--- config.mk ---
export PLATFORM = sky130hd
export DESIGN_NAME = dual_deadline_task_scheduler_flat
export DESIGN_NICKNAME = d
export VERILOG_FILES = /design/src/rtl/ddts_pkg.sv /design/src/rtl/ddts_if.sv /design/src/rtl/dual_deadline_task_scheduler.sv /design/src/rtl/ddts_sched_core.sv /design/src/flat_wrapper.sv
export SDC_FILE = /design/constraint.sdc
export NUM_CORES = 1
export LEC_CHECK = 0
export BUFFER_PORTS_ARGS = -buffer_cell sky130_fd_sc_hd__buf_2
export CORE_MARGIN = 4
export CORE_UTILIZATION = 59
export DETAILED_ROUTE_END_ITERATION = 16
export GPL_TIMING_DRIVEN = 1
export PLACE_DENSITY_LB_ADDON = 0.08
export RECOVER_POWER = 100
export SETUP_SLACK_MARGIN = 0.5
export SLEW_MARGIN = 10
export SYNTH_ARGS = -nofsm -noshare
export SYNTH_HDL_FRONTEND = slang
export SYNTH_SLANG_ARGS = --single-unit
--- constraint.sdc ---
create_clock -name clk_i -period 11.2 [get_ports clk_i]
set_clock_uncertainty 0.2 [all_clocks]
set_input_delay 1.68 -clock clk_i [delete_from_list [all_inputs] [get_ports clk_i]]
set_output_delay 1.68 -clock clk_i [all_outputs]
set_load 0.02 [all_outputs]
--- src/rtl/ddts_pkg.sv ---
`timescale 1ns / 1ps

package ddts_pkg;

  localparam int unsigned TimeW   = 32;
  localparam int unsigned ActionW = 2;
  localparam int unsigned CfgIdxW = 8;

  localparam logic [TimeW-1:0] MinPrimaryMs   = TimeW'(60000);
  localparam logic [TimeW-1:0] SecResetMs     = TimeW'(60000);
  localparam logic [TimeW-1:0] WaitForever    = '1;

  localparam logic [CfgIdxW-1:0] RegPrimaryIvl   = CfgIdxW'(0);
  localparam logic [CfgIdxW-1:0] RegSecondaryIvl = CfgIdxW'(1);

  typedef enum logic [ActionW-1:0] {
    ACT_NONE      = 2'd0,
    ACT_PRIMARY   = 2'd1,
    ACT_SECONDARY = 2'd2
  } action_e;

  typedef struct packed {
    logic [TimeW-1:0] now_ms;
    logic             armed;
    logic             disabled;
    logic             secondary_enabled;
    logic             fire_now_request;
    logic             interval_changed;
    logic             secondary_kick;
  } tick_t;

  typedef struct packed {
    action_e          action;
    logic [TimeW-1:0] wait_ms;
  } result_t;

endpackage

--- src/rtl/ddts_if.sv ---
`timescale 1ns / 1ps

// Tick channel
interface ddts_in_if;
  logic                         valid;
  logic                         ready;
  logic [ddts_pkg::TimeW-1:0]   now_ms;
  logic                         armed;
  logic                         disabled;
  logic                         secondary_enabled;
  logic                         fire_now_request;
  logic                         interval_changed;
  logic                         secondary_kick;

  modport source (output valid, now_ms, armed, disabled, secondary_enabled,
                  fire_now_request, interval_changed, secondary_kick,
                  input ready);
  modport sink   (input valid, now_ms, armed, disabled, secondary_enabled,
                  fire_now_request, interval_changed, secondary_kick,
                  output ready);
endinterface

// Result channel
interface ddts_out_if;
  logic                         valid;
  logic                         ready;
  logic [ddts_pkg::ActionW-1:0] action;
  logic [ddts_pkg::TimeW-1:0]   wait_ms;

  modport source (output valid, action, wait_ms, input ready);
  modport sink   (input valid, action, wait_ms, output ready);
endinterface

// Register write channel
interface ddts_cfg_if;
  logic                         valid;
  logic                         ready;
  logic [ddts_pkg::CfgIdxW-1:0] index;
  logic [ddts_pkg::TimeW-1:0]   data;

  modport source (output valid, index, data, input ready);
  modport sink   (input valid, index, data, output ready);
endinterface

--- src/rtl/dual_deadline_task_scheduler.sv ---
`timescale 1ns / 1ps
// A transferred tick is captured in the input register, then its decision is stored
//   in the result register, which drives the result channel.
// Throughput: one tick per cycle, limited only by result back-pressure.
// Reset (rst_ni, async, active low): deadlines and flags clear, both
//   intervals return to 60000 ms, both pipeline stages empty.

module dual_deadline_task_scheduler (
  input  logic      clk_i,
  input  logic      rst_ni,
  ddts_in_if.sink   in_i,
  ddts_out_if.source out_o,
  ddts_cfg_if.sink  cfg_i
);
  import ddts_pkg::*;

  // Interval registers; the user must write config only while idle (not enforced here).
  logic [TimeW-1:0] pri_ivl_q, pri_ivl_d;
  logic [TimeW-1:0] sec_ivl_q, sec_ivl_d;

  // Stage 1: captured tick
  tick_t   tick_q;
  logic    tick_valid_q;

  // Stage 2: result register
  result_t res_q;
  result_t res_d;
  logic    res_valid_q;

  logic    advance;
  logic    in_xfer;

  // Stage 1 moves on whenever the result register is free or being drained.
  assign advance  = tick_valid_q & (~res_valid_q | out_o.ready);
  assign in_i.ready = ~tick_valid_q | advance;
  assign in_xfer  = in_i.valid & in_i.ready;

  assign cfg_i.ready = 1'b1;

  always_comb begin
    pri_ivl_d = pri_ivl_q;
    sec_ivl_d = sec_ivl_q;
    if (cfg_i.valid) begin
      unique case (cfg_i.index)
        RegPrimaryIvl: begin
          // Primary period never drops below the one-minute floor.
          pri_ivl_d = (cfg_i.data < MinPrimaryMs) ? MinPrimaryMs : cfg_i.data;
        end
        RegSecondaryIvl: begin
          sec_ivl_d = cfg_i.data;
        end
        default: begin
        end
      endcase
    end
  end

  always_ff @(posedge clk_i or negedge rst_ni) begin
    if (!rst_ni) begin
      pri_ivl_q <= MinPrimaryMs;
      sec_ivl_q <= SecResetMs;
    end else begin
      pri_ivl_q <= pri_ivl_d;
      sec_ivl_q <= sec_ivl_d;
    end
  end

  // Deadline state and the per-tick schedule decision
  ddts_sched_core u_core (
    .clk_i     (clk_i),
    .rst_ni    (rst_ni),
    .step_i    (advance),
    .tick_i    (tick_q),
    .pri_ivl_i (pri_ivl_q),
    .sec_ivl_i (sec_ivl_q),
    .result_o  (res_d)
  );

  always_ff @(posedge clk_i or negedge rst_ni) begin
    if (!rst_ni) begin
      tick_valid_q <= 1'b0;
      res_valid_q  <= 1'b0;
    end else begin
      if (in_xfer) begin
        tick_valid_q <= 1'b1;
      end else if (advance) begin
        tick_valid_q <= 1'b0;
      end
      if (advance) begin
        res_valid_q <= 1'b1;
      end else if (out_o.ready) begin
        res_valid_q <= 1'b0;
      end
    end
  end

  // Payload registers carry no reset.
  always_ff @(posedge clk_i) begin
    if (in_xfer) begin
      tick_q.now_ms            <= in_i.now_ms;
      tick_q.armed             <= in_i.armed;
      tick_q.disabled          <= in_i.disabled;
      tick_q.secondary_enabled <= in_i.secondary_enabled;
      tick_q.fire_now_request  <= in_i.fire_now_request;
      tick_q.interval_changed  <= in_i.interval_changed;
      tick_q.secondary_kick    <= in_i.secondary_kick;
    end
    if (advance) begin
      res_q <= res_d;
    end
  end

  assign out_o.valid   = res_valid_q;
  assign out_o.action  = res_q.action;
  assign out_o.wait_ms = res_q.wait_ms;

endmodule

--- src/rtl/ddts_sched_core.sv ---
`timescale 1ns / 1ps

module ddts_sched_core (
  input  logic                       clk_i,
  input  logic                       rst_ni,
  input  logic                       step_i,
  input  ddts_pkg::tick_t            tick_i,
  input  logic [ddts_pkg::TimeW-1:0] pri_ivl_i,
  input  logic [ddts_pkg::TimeW-1:0] sec_ivl_i,
  output ddts_pkg::result_t          result_o
);
  import ddts_pkg::*;

  logic [TimeW-1:0] pri_dl_q, pri_dl_d;
  logic [TimeW-1:0] sec_dl_q, sec_dl_d;
  logic             was_armed_q, was_armed_d;
  logic             fire_now_q, fire_now_d;

  logic             fire, arm_edge;
  logic [TimeW-1:0] now, pri_sum, sec_sum;
  logic [TimeW-1:0] pri_diff, sec_diff, pri_gap, sec_gap;

  // A deadline set to now + ivl is due at once when ivl is zero or above 2^31.
  logic             pri_ahead_due, sec_ahead_due;
  logic [TimeW-1:0] pri_ahead_wait, sec_ahead_wait;

  logic [TimeW-1:0] pri_eff, sec_eff;
  logic             pri_due, sec_due;
  logic [TimeW-1:0] pri_wait, sec_wait;
  logic [TimeW-1:0] pw, sw;

  assign now      = tick_i.now_ms;
  assign fire     = fire_now_q | tick_i.fire_now_request;
  assign arm_edge = tick_i.armed & ~was_armed_q;
  assign pri_sum  = now + pri_ivl_i;
  assign sec_sum  = now + sec_ivl_i;
  assign pri_diff = now - pri_dl_q;
  assign sec_diff = now - sec_dl_q;
  assign pri_gap  = pri_dl_q - now;
  assign sec_gap  = sec_dl_q - now;

  assign pri_ahead_due  = (pri_ivl_i == '0) ||
                          (pri_ivl_i[TimeW-1] && (pri_ivl_i[TimeW-2:0] != '0));
  assign sec_ahead_due  = (sec_ivl_i == '0) ||
                          (sec_ivl_i[TimeW-1] && (sec_ivl_i[TimeW-2:0] != '0));
  assign pri_ahead_wait = pri_ahead_due ? '0 : pri_ivl_i;
  assign sec_ahead_wait = sec_ahead_due ? '0 : sec_ivl_i;

  // Deadlines after arming, interval change and kick, with their due flags
  always_comb begin
    if ((tick_i.armed && tick_i.interval_changed) || (arm_edge && !fire)) begin
      pri_eff  = pri_sum;
      pri_due  = pri_ahead_due;
      pri_wait = pri_ahead_wait;
    end else if (arm_edge) begin
      pri_eff  = now;
      pri_due  = 1'b1;
      pri_wait = '0;
    end else begin
      pri_eff  = pri_dl_q;
      pri_due  = ~pri_diff[TimeW-1];
      pri_wait = pri_diff[TimeW-1] ? pri_gap : '0;
    end

    if (arm_edge && !(fire && tick_i.secondary_enabled)) begin
      sec_eff  = sec_sum;
      sec_due  = sec_ahead_due;
      sec_wait = sec_ahead_wait;
    end else if (arm_edge || tick_i.secondary_kick) begin
      sec_eff  = now;
      sec_due  = 1'b1;
      sec_wait = '0;
    end else begin
      sec_eff  = sec_dl_q;
      sec_due  = ~sec_diff[TimeW-1];
      sec_wait = sec_diff[TimeW-1] ? sec_gap : '0;
    end
  end

  always_comb begin
    pri_dl_d    = pri_eff;
    sec_dl_d    = sec_eff;
    was_armed_d = tick_i.armed;
    fire_now_d  = arm_edge ? 1'b0 : fire;
    result_o.action  = ACT_NONE;
    result_o.wait_ms = '0;
    pw = pri_wait;
    sw = sec_wait;

    if (!tick_i.armed) begin
      result_o.wait_ms = WaitForever;
    end else if (tick_i.disabled) begin
      // Expired deadlines slide one interval past now; the secondary only while enabled.
      if (pri_due) begin
        pri_dl_d = pri_sum;
        pw       = pri_ahead_wait;
      end
      if (tick_i.secondary_enabled && sec_due) begin
        sec_dl_d = sec_sum;
        sw       = sec_ahead_wait;
      end
      result_o.wait_ms = (tick_i.secondary_enabled && (sw < pw)) ? sw : pw;
    end else if (pri_due) begin
      result_o.action = ACT_PRIMARY;
      pri_dl_d        = pri_sum;
    end else if (tick_i.secondary_enabled && sec_due) begin
      result_o.action = ACT_SECONDARY;
      sec_dl_d        = sec_sum;
    end else begin
      result_o.wait_ms = (tick_i.secondary_enabled && (sw < pw)) ? sw : pw;
    end
  end

  always_ff @(posedge clk_i or negedge rst_ni) begin
    if (!rst_ni) begin
      pri_dl_q    <= '0;
      sec_dl_q    <= '0;
      was_armed_q <= 1'b0;
      fire_now_q  <= 1'b0;
    end else if (step_i) begin
      pri_dl_q    <= pri_dl_d;
      sec_dl_q    <= sec_dl_d;
      was_armed_q <= was_armed_d;
      fire_now_q  <= fire_now_d;
    end
  end

endmodule
--- src/flat_wrapper.sv ---
// flat-port wrapper written by rule: the top's interface ports become plain ports
module dual_deadline_task_scheduler_flat import ddts_pkg::*;
  (clk_i, rst_ni, in_i_valid, in_i_now_ms, in_i_armed, in_i_disabled, in_i_secondary_enabled, in_i_fire_now_request, in_i_interval_changed, in_i_secondary_kick, in_i_ready, out_o_valid, out_o_action, out_o_wait_ms, out_o_ready, cfg_i_valid, cfg_i_index, cfg_i_data, cfg_i_ready);
  ddts_in_if in_i_i ();
  ddts_out_if out_o_i ();
  ddts_cfg_if cfg_i_i ();
  input  logic clk_i;
  input  logic rst_ni;
  input wire logic [$bits(in_i_i.valid)-1:0] in_i_valid;
  input wire logic [$bits(in_i_i.now_ms)-1:0] in_i_now_ms;
  input wire logic [$bits(in_i_i.armed)-1:0] in_i_armed;
  input wire logic [$bits(in_i_i.disabled)-1:0] in_i_disabled;
  input wire logic [$bits(in_i_i.secondary_enabled)-1:0] in_i_secondary_enabled;
  input wire logic [$bits(in_i_i.fire_now_request)-1:0] in_i_fire_now_request;
  input wire logic [$bits(in_i_i.interval_changed)-1:0] in_i_interval_changed;
  input wire logic [$bits(in_i_i.secondary_kick)-1:0] in_i_secondary_kick;
  output wire logic [$bits(in_i_i.ready)-1:0] in_i_ready;
  output wire logic [$bits(out_o_i.valid)-1:0] out_o_valid;
  output wire logic [$bits(out_o_i.action)-1:0] out_o_action;
  output wire logic [$bits(out_o_i.wait_ms)-1:0] out_o_wait_ms;
  input wire logic [$bits(out_o_i.ready)-1:0] out_o_ready;
  input wire logic [$bits(cfg_i_i.valid)-1:0] cfg_i_valid;
  input wire logic [$bits(cfg_i_i.index)-1:0] cfg_i_index;
  input wire logic [$bits(cfg_i_i.data)-1:0] cfg_i_data;
  output wire logic [$bits(cfg_i_i.ready)-1:0] cfg_i_ready;
  assign in_i_i.valid = in_i_valid;
  assign in_i_i.now_ms = in_i_now_ms;
  assign in_i_i.armed = in_i_armed;
  assign in_i_i.disabled = in_i_disabled;
  assign in_i_i.secondary_enabled = in_i_secondary_enabled;
  assign in_i_i.fire_now_request = in_i_fire_now_request;
  assign in_i_i.interval_changed = in_i_interval_changed;
  assign in_i_i.secondary_kick = in_i_secondary_kick;
  assign in_i_ready = in_i_i.ready;
  assign out_o_valid = out_o_i.valid;
  assign out_o_action = out_o_i.action;
  assign out_o_wait_ms = out_o_i.wait_ms;
  assign out_o_i.ready = out_o_ready;
  assign cfg_i_i.valid = cfg_i_valid;
  assign cfg_i_i.index = cfg_i_index;
  assign cfg_i_i.data = cfg_i_data;
  assign cfg_i_ready = cfg_i_i.ready;
  dual_deadline_task_scheduler u_core (.clk_i(clk_i), .rst_ni(rst_ni), .in_i(in_i_i), .out_o(out_o_i), .cfg_i(cfg_i_i));
endmodule
Word level (Yosys, flattened, before mapping)
Cells that the tools add are included.
Word-level totals
  register bits after elaboration: 204
  latch bits: 0
  bits in writable memories: 0
  ROM bits: 0
  input bits: 83
  memories: 0
Operators by class
  add/subtract/negate cells: 6
  multiply operators: 0
  divide/modulo/power cells: 0
  magnitude comparators: 3
  equal/unequal tests: 1
  shift operators: 0
  muxes and demuxes: 41
  bitwise logic cells: 12
  reductions and logical operators: 26
Operator list (count)
  $mux W32: 30
  $sub A32 B32 Y32: 4
  $add A32 B32 Y32: 2
  $logic_not A32 Y1: 2
  $lt A32 B32 Y1: 2
  $reduce_bool A31 Y1: 2
  $lt A32 B16 Y1 const B: 1
  $mux W1: 10
  $logic_and A1 B1 Y1: 9
  $eq A8 B1 Y1 const B: 1
  $logic_not A8 Y1: 1
  $not A1 Y1: 6
  $logic_or A1 B1 Y1: 4
  $reduce_and A2 Y1: 2
  $reduce_bool A2 Y1: 2
  $and A1 B1 Y1: 3
  $or A1 B1 Y1: 3
  $reduce_or A3 Y1: 1
  $logic_not A1 Y1: 2
  $mux W2: 1
  $reduce_or A2 Y1: 1

Longest topological paths before layout
  depth in word-level cells: 13
  mapped depth: 29
  gate-level depth less buffers: 25

Hierarchy
From an unflattened synthesis, not the netlist that was laid out.
Second synthesis, totals
  cell total of the unflattened synthesis: 2198
  area, all modules: 19113.3 um^2
Modules (own cells, without submodules)
  ddts_sched_core: times used 1, cells an instance 1937, area an instance 14263.7 um^2, sequential area each 1651.6 um^2
  dual_deadline_task_scheduler: times used 1, cells an instance 261, area an instance 4849.7 um^2, sequential area each 3831.2 um^2

Worst setup path after synthesis
OpenSTA, ideal clock, no wires.
  kind: reg-to-reg
  from: register u_core.tick_q[16] (netlist name)
  to: register u_core.res_q, in the netlist u_core.out_o.wait_ms[13], data pin
  library setup time: 0.278 ns
  arrival: 5.416 ns
  data required time: 10.722 ns
  path slack: 5.307 ns
  stages on the path, launching flop included: 28
  buffers on the path: 6
  clock period less this slack: 5.893 ns
  cell sequence: edfxtp_1 > ha_1 > buf_4 > and3_1 > nand4_1 > a2111o_1 > a211oi_2 > a2111o_1 > and2_1 > buf_6 > and3_1 > buf_6 > buf_2 > nand2_1 > and2_1 > ha_1 > nand4_1 > nor2_1 > nand3_1 > or3_1 > or3_1 > or3_1 > o21ai_2 > buf_6 > buf_2 > nand2_1 > o211ai_1 > o211ai_1
Between the ends
  cells in the longest elaborated chain, start to end: 12
  elaborated cells between the ends (all ways): 32
Ends and longest elaborated chain
  start: declaration: RTL line dual_deadline_task_scheduler.sv:22  | tick_t tick_q;
  $sub A32 B32 Y32: RTL line ddts_sched_core.sv:38  | assign sec_diff = now - sec_dl_q;
  $not A1 Y1: RTL line ddts_sched_core.sv:75  | sec_due = ~sec_diff[TimeW-1];
  $mux W1: RTL line ddts_sched_core.sv:69  | end else if (arm_edge || tick_i.secondary_kick) begin
  $mux W1: RTL line ddts_sched_core.sv:65  | if (arm_edge && !(fire && tick_i.secondary_enabled)) begin
  $logic_and A1 B1 Y1: RTL line ddts_sched_core.sv:98, ddts_sched_core.sv:106
  $mux W32: RTL line ddts_sched_core.sv:98  | if (tick_i.secondary_enabled && sec_due) begin
  $mux W32: RTL line ddts_sched_core.sv:92  | end else if (tick_i.disabled) begin
  $mux W32: RTL line ddts_sched_core.sv:90  | if (!tick_i.armed) begin
  $lt A32 B32 Y1: RTL line ddts_sched_core.sv:102  | result_o.wait_ms = (tick_i.secondary_enabled && (sw < pw)) ? sw : pw;
  $logic_and A1 B1 Y1: RTL line ddts_sched_core.sv:102
  $mux W32: RTL line ddts_sched_core.sv:102
  $mux W32 (*): RTL line ddts_sched_core.sv:92
  end signal: assignment: RTL line dual_deadline_task_scheduler.sv:109  | res_q <= res_d;
  end: declaration: RTL line dual_deadline_task_scheduler.sv:26  | result_t res_q;
Mark *: on every way between the ends. The rest lies on a longest branch, timed or not. The select of a mux whose other input is x is not followed.
A chain may end at the register's enable or synchronous reset.

Final worst setup path
  from: register u_core.tick_q[16] (netlist name)
  to: register u_core.res_q, in the netlist u_core.out_o.wait_ms[31], data pin
Same word-level chain as after synthesis.

==> impl_results.md <==
* Grt ovf at 0
* Max Cap Violations at 8
* CP Max Fanout at 35
* Seq/Total Area, Yosys at 28.76%
* Post-cts hold buffer count at 0
* Io pins at 120
* DR DRC count at 0
* Gr usage total at 36.90%
* DP HPWL at 52130 um
* DR pass1 iterations at 5
* Post-synth EDFFs at 72
* Post-synth cell types at 99
* WL met2 at 27280 um
* Max-slew headroom at -173.5%
* Clock tree from TritonCTS: yes
* R2r worst-path depth at 22
* Fin crit period at 9408 ps
* Fraction of registers with async set/reset at 64.71%
* Max VDD drop at 158.8 uV
* Post-CTS setup buffers at 0
* CTS Buf Count at 25
* Multi-input gate area at 12480 sq um
* Nets at 2590
* Syn nets at 2519
* Worst-skew pair later-pin latency at 570 ps
* Die height at 187.8 um
* Port bufs at 118
* Syn-to-layout area delta at 8.288%
* Post-route ant nets at 0
* Critical path launch point type: flip-flop
* # resized after CTS at 0
* CP max stage cell: and2_0
* CP max stage delay at 1080 ps
* Die ar. at 35260 sq um
* H-Tree Level Count at 1
* Mean Syn Cell Area at 8.730 sq um
* Status: finished, violations left
* RSZ-0062 raised after global routing: no
* Clock Sink Count at 204
* TNS Setup at 0 ps
* Hold-critical path depth at 1
* M1 WL at 29460 um
* FP Rows at 65
* Adder-cell share of the synthesized area at 16.69%
* Number of diodes at 0
* CP Capture Type: flip-flop
* Met3 wire len at 8168 um
* Achievable frequency at 0.1063 GHz
* Post-Route WL at 67380 um
* Largest net degree at the start of global routing at 72
* Global-route wire length before repair at 101800 um
* Period utilisation layout at 84.00%
* Most used cell, CP: or3_1
* CORE AREA at 31720 sq um
* Yosys reg bits at 204
* DR vias at 18050
* CTS clk-pin slew, worst paths at 60 ps
* Endpoints failing setup at 0
* WS Path Type: reg -> reg
* Synth Area in Compound Gates at 26.92%
* Routed length per instance at 25.18 um
* Failing checks: max-capacitance violations, max-slew violations
* GPL Wtd Cong at 1.028
* Synth Flop Type: dfrtp_1
* Worst-margin pin slew at 4103 ps
* Fillcell total at 2709
* Vias per inst at 6.745
* Pwr dens at 246.3 nW/um^2
* Area share of xor/xnor cells in the synthesized design at 5.145%
* Data arrival, critical path at 9520 ps
* CP Cell Sequence: ha_1, and3_1, nand4_1, a2111o_1, a211oi_1, a2111o_1, and2_0, and3_1, clkbuf_1, nand2_1, and2_0, ha_1, nand4_1, nor2_1, nand3_1, or3_1, or3_1, or3_1, o21ai_4, buf_4, o211ai_1, a311o_1
* Post-synthesis simple-gate area fraction at 13.66%
* Largest family of logic cells by synthesized area: compound AO/OA/AOI/OAI gates
* Mux share of post-synthesis cell area at 2.927%
* Final Max Slew Viols at 374
* Max Used Layer: met4
* WP data required at 11310 ps
* Starting Density at 60.11%
* Cell leakage power at 9.862 nW
* Initial DRC count at 2051
* Width of the die at 187.8 um
* CTS Root Cell: clkbuf_16
* Worst hold path type: reg -> reg
* Cell Area, Synth at 19070 sq um
* Max Buffers Root-to-Sink at 3
* Post-Synthesis Cells at 2184
* Vias in the first global route at 17130
* Total power at 5.086 mW
* Final Hold Viols at 0
* Register area at 5483 sq um
* Synth Warn # at 0
* Share of layout cells above drive strength 1 at 9.455%
* Initial antenna violation count at 0
synthesized netlist by cell type, types with 7 or more instances:
cell type	n	share of area, %
ha_1	248	16
nand2_1	209	4.1
a21oi_1	173	4.5
inv_1	170	3.3
o21ai_0	155	4.1
dfrtp_1	118	15
a21o_1	111	4.4
nor2_1	95	1.9
edfxtp_1	72	11
xnor2_1	62	2.8
clkbuf_1	56	1.1
xor2_1	50	2.3
nand3_1	39	1.0
a22o_1	37	1.7
nand4_1	37	1.2
mux2_2	30	1.8
a22oi_1	28	1.1
nor3_1	27	0.71
o21a_1	27	1.1
nand2b_1	24	0.79
nor4_1	24	0.79
mux2i_1	22	1.2
o211ai_1	21	0.83
nor2b_1	19	0.62
a211oi_1	18	0.71
o21ai_1	18	0.47
buf_2	17	0.45
o221ai_1	17	0.78
o21bai_1	16	0.63
and3_1	14	0.46
dfstp_2	14	1.9
and2_1	12	0.39
or3_1	12	0.39
o31ai_1	11	0.43
a211o_1	10	0.46
buf_6	10	0.59
a221o_1	8	0.42
a221oi_1	8	0.37
a31oi_1	8	0.26
a21boi_0	7	0.28
final timing paths:
check,end,slack [ps],from
max reg2reg,u_core.out_o.wait_ms[31],1790,u_core.tick_q[16]
max in group asynchronous,u_core.sec_ivl_q[17],3690,rst_ni
min in group asynchronous,u_core.out_o.valid,2310,rst_ni
max,u_core.out_o.wait_ms[31],1790,u_core.tick_q[16]
min,u_core.out_o.valid,310,u_core.tick_valid_q
min reg2reg,u_core.out_o.valid,310,u_core.tick_valid_q
sequential cells by signal, summed over array words and instances, names as in the netlist:
name and cells:
u_core.u_core.sec_dl_q 32, u_core.out_o.action 2, u_core.pri_ivl_q 32, u_core.out_o.wait_ms 32, u_core.u_core.was_armed_q 1, u_core.tick_valid_q 1, u_core.u_core.pri_dl_q 32, u_core.u_core.fire_now_q 1
u_core.sec_ivl_q 32, u_core.tick_q 38, u_core.out_o.valid 1
per-layer routing:
metal  vias up  global-route usage, %
li1       8167                      -
met1      8650                  55.80
met2      1088                  52.96
met3       145                  7.651
met4         0                  11.24
met5         -                      0
stage by stage:
stage               cells  setup slack, ps  instance area, sq um  util [%]  hold slack, ps
finish               2676             1792                 20650     65.10           311.6
global route         2676             1395                 20650     65.10           332.4
CTS                  2676             2893                 20740     65.40           302.9
detailed placement   2630             2911                 19860     62.62           284.9
global placement     2630             3029                 19860     62.62           276.3
floorplan            2184             5307                 19070         -           257.2
critical path: cells and delay by family (launching register included):
family | cells | cell delay, ps
AOI/OAI and AO/OA | 6 | 2290
adders and majority gates | 2 | 770
buffers and inverters | 2 | 1240
DFF | 1 | 480
and+or+nand+nor | 12 | 4130
cell type report:
type	count	share of cell area, %
inverter	172	3.127
clock inverter	10	0.6363
clock buffer	36	3.636
timing repair buffer	136	3.187
sequential	204	26.55
tap	402	2.436
multi-input combinational	1716	60.42
cells by family after synthesis:
group,Yosys count
compound gates,756
xor+xnor,112
fa+ha+maj,252
buf+inv,264
flops,204
mux,52
other cells,1
simple gates,543
where the power goes:
part | switching (mW) | internal, mW | total [mW]
combinational | 1.98 | 1.14 | 3.12
clock | 0.349 | 0.515 | 0.864
sequential | 0.158 | 0.940 | 1.10
cells in the final DEF (no fill, tap or decap), types with 11 or more instances in the layout:
cell type    n
a21o_1     111
clkbuf_1    46
inv_1      170
xnor2_1     62
mux2i_1     22
nor3_1      27
o21bai_1    16
buf_4       13
o21ai_1     12
clkbuf_16   25
o211ai_1    21
and3_1      14
a22o_1      37
nand2_1    209
o31ai_1     11
buf_2       79
a211oi_1    19
o221ai_1    17
nand3_1     38
ha_1       248
nand4_1     37
edfxtp_1    72
a22oi_1     28
nor2b_1     19
a21oi_1    173
nor4_1      23
dfstp_2     14
nor2_1      93
o21ai_0    162
dfrtp_1    118
mux2_2      30
nand2b_1    24
xor2_1      50
or3_1       12
o21a_1      27
Note: power is estimated with default switching activity, not from simulation.
